File: src/rtl/e2q_pkg.sv
// Package with shared constants and the arctangent table for the Euler to quaternion block.
`timescale 1ns / 1ps
package e2q_pkg;

  localparam int ANGLE_WIDTH_DEF   = 16;
  localparam int QUAT_WIDTH_DEF    = 16;
  localparam int CORDIC_STAGES_DEF = 16;

  localparam int FRAC_BITS = 30;
  // Working width for the CORDIC and the products in Q30 (sign plus guard bits).
  localparam int WW = 34;

  localparam logic signed [WW-1:0] PI_Q30      = 34'sd3373259426;
  localparam logic signed [WW-1:0] PI_HALF_Q30 = 34'sd1686629713;
  localparam logic signed [WW-1:0] GAIN_Q30    = 34'sd652032874;

  localparam int CFG_IDX_W = 1;
  localparam logic [CFG_IDX_W-1:0] REG_SINGULAR_MINOR = 1'd0;
  localparam logic [CFG_IDX_W-1:0] REG_SINGULAR_MAJOR = 1'd1;

  // Arctangent of 2^-i in Q30.
  function automatic logic signed [WW-1:0] atan_q30(input logic [4:0] i);
    logic signed [WW-1:0] r;
    begin
      unique case (i)
        5'd0:  r = 34'sd843314857;
        5'd1:  r = 34'sd497837829;
        5'd2:  r = 34'sd263043837;
        5'd3:  r = 34'sd133525159;
        5'd4:  r = 34'sd67021687;
        5'd5:  r = 34'sd33543516;
        5'd6:  r = 34'sd16775851;
        5'd7:  r = 34'sd8388437;
        5'd8:  r = 34'sd4194283;
        5'd9:  r = 34'sd2097149;
        5'd10: r = 34'sd1048576;
        5'd11: r = 34'sd524288;
        5'd12: r = 34'sd262144;
        5'd13: r = 34'sd131072;
        5'd14: r = 34'sd65536;
        5'd15: r = 34'sd32768;
        5'd16: r = 34'sd16384;
        5'd17: r = 34'sd8192;
        5'd18: r = 34'sd4096;
        5'd19: r = 34'sd2048;
        5'd20: r = 34'sd1024;
        5'd21: r = 34'sd512;
        5'd22: r = 34'sd256;
        5'd23: r = 34'sd128;
        5'd24: r = 34'sd64;
        5'd25: r = 34'sd32;
        5'd26: r = 34'sd16;
        5'd27: r = 34'sd8;
        5'd28: r = 34'sd4;
        5'd29: r = 34'sd2;
        5'd30: r = 34'sd1;
        default: r = '0;
      endcase
      return r;
    end
  endfunction

  // Q30 product rounded back to Q30 (add half, floor).
  function automatic logic signed [WW-1:0] mul_q30(input logic signed [WW-1:0] a,
                                                   input logic signed [WW-1:0] b);
    logic signed [2*WW-1:0] p;
    begin
      p = a * b + (68'sd1 <<< (FRAC_BITS - 1));
      return WW'(p >>> FRAC_BITS);
    end
  endfunction

endpackage

File: src/rtl/e2q_cordic.sv
// Pipelined rotation-mode CORDIC giving cosine and sine of a Q30 angle, one stage per register.
`timescale 1ns / 1ps
module e2q_cordic #(
  parameter int STAGES = e2q_pkg::CORDIC_STAGES_DEF
) (
  input  logic                             clk,
  input  logic                             en,
  input  logic signed [e2q_pkg::WW-1:0]    ang_i,
  output logic signed [e2q_pkg::WW-1:0]    cos_o,
  output logic signed [e2q_pkg::WW-1:0]    sin_o
);
  localparam int W = e2q_pkg::WW;
  localparam int N = (STAGES > 32) ? 32 : STAGES;

  logic signed [W-1:0] x_r [N+1];
  logic signed [W-1:0] y_r [N+1];
  logic signed [W-1:0] z_r [N+1];
  logic                f_r [N+1];

  // Fold into [-pi/2, pi/2]; results are negated at the end.
  always_ff @(posedge clk) begin
    if (en) begin
      x_r[0] <= e2q_pkg::GAIN_Q30;
      y_r[0] <= '0;
      if (ang_i > e2q_pkg::PI_HALF_Q30) begin
        z_r[0] <= ang_i - e2q_pkg::PI_Q30;
        f_r[0] <= 1'b1;
      end else if (ang_i < -e2q_pkg::PI_HALF_Q30) begin
        z_r[0] <= ang_i + e2q_pkg::PI_Q30;
        f_r[0] <= 1'b1;
      end else begin
        z_r[0] <= ang_i;
        f_r[0] <= 1'b0;
      end
    end
  end

  for (genvar i = 0; i < N; i++) begin : g_stage
    always_ff @(posedge clk) begin
      if (en) begin
        f_r[i+1] <= f_r[i];
        if (!z_r[i][W-1]) begin
          x_r[i+1] <= x_r[i] - (y_r[i] >>> i);
          y_r[i+1] <= y_r[i] + (x_r[i] >>> i);
          z_r[i+1] <= z_r[i] - e2q_pkg::atan_q30(5'(i));
        end else begin
          x_r[i+1] <= x_r[i] + (y_r[i] >>> i);
          y_r[i+1] <= y_r[i] - (x_r[i] >>> i);
          z_r[i+1] <= z_r[i] + e2q_pkg::atan_q30(5'(i));
        end
      end
    end
  end

  assign cos_o = f_r[N] ? -x_r[N] : x_r[N];
  assign sin_o = f_r[N] ? -y_r[N] : y_r[N];
endmodule

File: config.mk
export PLATFORM = sky130hd
export DESIGN_NAME = e2q_cordic
export DESIGN_NICKNAME = d
export VERILOG_FILES = /design/src/rtl/e2q_pkg.sv /design/src/rtl/e2q_cordic.sv
export SDC_FILE = /design/constraint.sdc
export NUM_CORES = 2
export LEC_CHECK = 0
export BUFFER_PORTS_ARGS = -buffer_cell sky130_fd_sc_hd__buf_2
export CORE_MARGIN = 3
export CORE_UTILIZATION = 45
export DETAILED_ROUTE_END_ITERATION = 8
export HOLD_SLACK_MARGIN = 0.08
export PLACE_DENSITY = 0.63
export SYNTH_ARGS = -nofsm -noshare
export SYNTH_HDL_FRONTEND = slang
export SYNTH_SLANG_ARGS = --single-unit
File: constraint.sdc
create_clock -name clk -period 10.99 [get_ports clk]
set_input_delay 1.6485 -clock clk [delete_from_list [all_inputs] [get_ports clk]]
set_output_delay 1.6485 -clock clk [all_outputs]
set_load 0.02 [all_outputs]
==> metrics.md <==
| Metric | Value |
|---|---|
| # resized after CTS | 0 |
| CTS tree | yes |
| WP data required | 11.56 ns |
| Most used cell along the critical path | buf_4 |
| Min-delay worst type | flip-flop to flip-flop |
| Die height | 530 um |
| Fmax | roughly 0.15 GHz |
| Fin crit share | 62.7% |
| Clk buf depth | 3 |
| Synth Flop Type | edfxtp_1 |
| GPL Wtd Cong | around 0.94 |
| RSZ-0062 raised after global routing | false |
| Area grow syn2layout | 8.32% |
| Hpwl dp | ~250000 um |
| Clk_lat worst skew | roughly 0.81 ns |
| Num ports | 104 |
| 1st-iter DRT viols | 7549 |
| TritonCTS Buffers | 168 |
| Worst-path cell chain | buf_12, buf_4, and2_0, buf_4, inv_1, buf_4, o21ai_0, fa_1, a21o_1, a21boi_0, o211a_1, o21ai_0, a31oi_1, a2111o_1, a31oi_1, a21o_1, a21oi_1, xnor2_1 |
| Synth Cell Area | 124000 um2 |
| Number of max-cap violations | 0 |
| Outcome | finished, final reports clean |
| Worst-margin pin slew | 1.14 ns |
| Syn_nets | 14400 |
| Synth top area share | 35.1% |
| Avg Vias per Cell | between 5 and 6 |
| DRC errors left | 0 |
| DRT Pass-1 Iters | 6 |
| Synth Register Bits | 1443 |
| Worst hold slack | 0.417 ns |
| Unique masters post-synth | 86 |
| Full die area | approximately 280000 um2 |
| Pin count of the biggest net entering global routing | around 110 |
| Synth top area cells | edfxtp_1, ha_1, xnor2_1 |
| Hold path start | z_r[5][0]$_DFFE_PP_ |
| Syn Inst Count | 13000 |
| H-tree depth | 4 |
| Post-layout minimum cycle time | 6.90 ns |
| Synthesis Warnings | 0 |
| Kind of critical path | primary input to flip-flop |
| Nets | 14500 |
| Effective utilization at floorplan | 45.5% |
| Hold Crit Depth | 0 |
| Layout Skew | 0.0574 ns |
| Post-synth EDFFs | 1443 |
| Reg2Reg Setup Slack | about 5.2 ns |
| IO Port Bufs | 103 |
| Routed via count | 96700 |
| Chip Width | about 530 um |
| Util after Layout | 49.2% |
| Crit Reg-Reg Startpoint | x_r[14][18]$_DFFE_PP_ |
| Post-route ant nets | 0 |
| Max_slew headroom | 23.7% |
| Largest fanout on the critical path | 104 |
| Slowest cell on the critical path | buf_4 |
| Clock Root Buffer | clkbuf_16 |
| Critical path's largest stage delay | approximately 0.72 ns |
| Sequential area share after synthesis | 35.1% |
| Post-synth top area cell | edfxtp_1 |
| GRT overflow | 0 |
| Clk slew on worst S/H paths | 0.06 ns |
| Antenna violations before repair | 3 |
| Final WL | 314000 um |
| Global-route wire length before repair | 501000 um |
| FF-to-FF End | y_r[15][33]$_DFFE_PP_ |
| DR WL/cell | 18.7 um |
| Async SR Flop Fraction | 0% |
| Avg Synthesized Cell Area | 9.54 um2 |
| Vias in the first global route | ~91000 |
| Clk sinks | roughly 1400 |
| Setup TNS | 0 ns |
| Share of layout cells above drive strength 1 | 4.67% |
| Core Region | 272000 um2 |
| Row count | 191 |
| Critical Path End Type | flip-flop |
| Arr. time, crit path | 7.46 ns |
| Final max-slew violation count | 0 |
| Final Hold Violating Endpoints | 0 |
| Worst Setup Start Kind | primary input |
| Hold path endpoint | z_r[6][0]$_DFFE_PP_ |
| Final setup vio count | 0 |
| R2R depth | 16 |
| # Post-CTS Setup Buffers | 0 |
| Cts hold-fix bufs | 0 |
| GRT Total Usage | 21.8% |
[sequential cells by signal, indices dropped and copies added (netlist names)]
| name | flops |
|---|---|
| y_r | 511 |
| z_r | 431 |
| f_r | 17 |
| x_r | 484 |
[cell usage in the layout, fill, tap and decap left out, types with 41 or more instances in the layout]
master / n
o21ai_0: 674
nand4_1: 91
nor2_1: 1010
and2_1: 78
o31ai_1: 143
a211oi_1: 120
or4_1: 48
a211o_1: 49
o41ai_1: 72
o211ai_1: 60
nor4_1: 85
a31oi_1: 126
and3_1: 134
a21oi_1: 1244
nor2b_1: 161
edfxtp_1: 1443
ha_1: 1377
clkbuf_16: 168
mux2_2: 45
o21a_1: 204
xor2_1: 672
a21boi_0: 41
nor3_1: 362
o21bai_1: 182
or2_2: 67
xnor2_1: 1211
a21o_1: 571
nand2_1: 754
buf_2: 102
nand3_1: 257
fa_1: 44
nand2b_1: 199
mux2i_1: 62
buf_4: 67
or3_1: 148
inv_1: 520
[per-layer routing]
metal  global-route usage, %  vias to the layer above  wire length, um
met5                       0                        -               13
met4                    5.48                        2             7830
met3                    2.64                      389            15400
met2                    36.6                     1995           146000
met1                    29.9                    45700           144000
li1                        -                    48600                -
[cell families (layout without fill, tap and decap cells)]
family / after synthesis / in the layout / share of synthesized area, %
other cells: 0 / 2 / 0
fa+ha+maj: 1421 / 1421 / 14.6
simple gates: 3520 / 3520 / 13.9
xor+xnor: 1883 / 1883 / 13.3
compound gates: 3845 / 3845 / 19.9
buf+inv: 745 / 1006 / 2.27
mux: 107 / 107 / 0.912
flops: 1443 / 1443 / 35.1
[final cells by class]
class	count	area (um2)
Antenna cell	2	5.00
Clock buffer	199	4320
Clock inverter	107	1250
Fill cell	25500	138000
Inverter	530	1990
Multi-Input combinational cell	10800	77500
Sequential cell	1443	43300
Tap cell	3570	4470
Timing Repair Buffer	170	1030
[per-stage QoR]
stage          setup slack (ns)  cell area (um2)  cells
2_1_floorplan              4.70           124000  13000
5_1_grt                    3.56           134000  16800
3_5_place_dp               3.23           128000  16500
3_3_place_gp               3.30           128000  16500
4_1_cts                    4.15           134000  16800
6_report                   4.09           134000  16800
[worst max-delay path by stage]
| stage | from | end | depth (start not counted) |
|---|---|---|---|
| floorplan | en | x_r[4][32]$_DFFE_PP_ | 18 |
| global placement | en | x_r[4][32]$_DFFE_PP_ | 17 |
| CTS | en | x_r[4][33]$_DFFE_PP_ | 17 |
| finish | en | x_r[15][32]$_DFFE_PP_ | 18 |
| detailed placement | en | x_r[4][32]$_DFFE_PP_ | 16 |
| global route | en | x_r[4][32]$_DFFE_PP_ | 16 |
[cells in the mapped netlist (19+ instances only)]
cell type and count:
edfxtp_1 1443, ha_1 1377, a21oi_1 1245, xnor2_1 1211
nor2_1 1010, nand2_1 757, o21ai_0 674, xor2_1 672
a21o_1 571, inv_1 523, nor3_1 362, nand3_1 257
o21a_1 204, nand2b_1 199, o21bai_1 182, clkbuf_1 177
nor2b_1 161, or3_1 148, o31ai_1 143, and3_1 134
a31oi_1 126, a211oi_1 120, nand4_1 91, nor4_1 85
and2_1 78, o41ai_1 72, or2_2 67, mux2i_1 62
o211ai_1 60, a211o_1 49, or4_1 48, mux2_2 45
fa_1 44, a21boi_0 41, a31o_2 40, nor3b_1 36
buf_1 33, a2111oi_0 29, a221oi_1 29, o2111ai_1 28
nand3b_1 27, o311ai_0 27, a311oi_1 23, o31a_1 21
and4_1 19
[critical path: cells and delay by family]
kind,cells,cell delay [ns]
AO/OA/AOI/OAI,10,3.05
XOR/XNOR,1,0.13
adder cells (fa/ha/maj),1,0.33
buffers and inverters,5,1.76
AND/OR/NAND/NOR,1,0.21
Power is not shown: default switching activity piles up to over one toggle a cycle in this logic, so the estimate is an artifact.
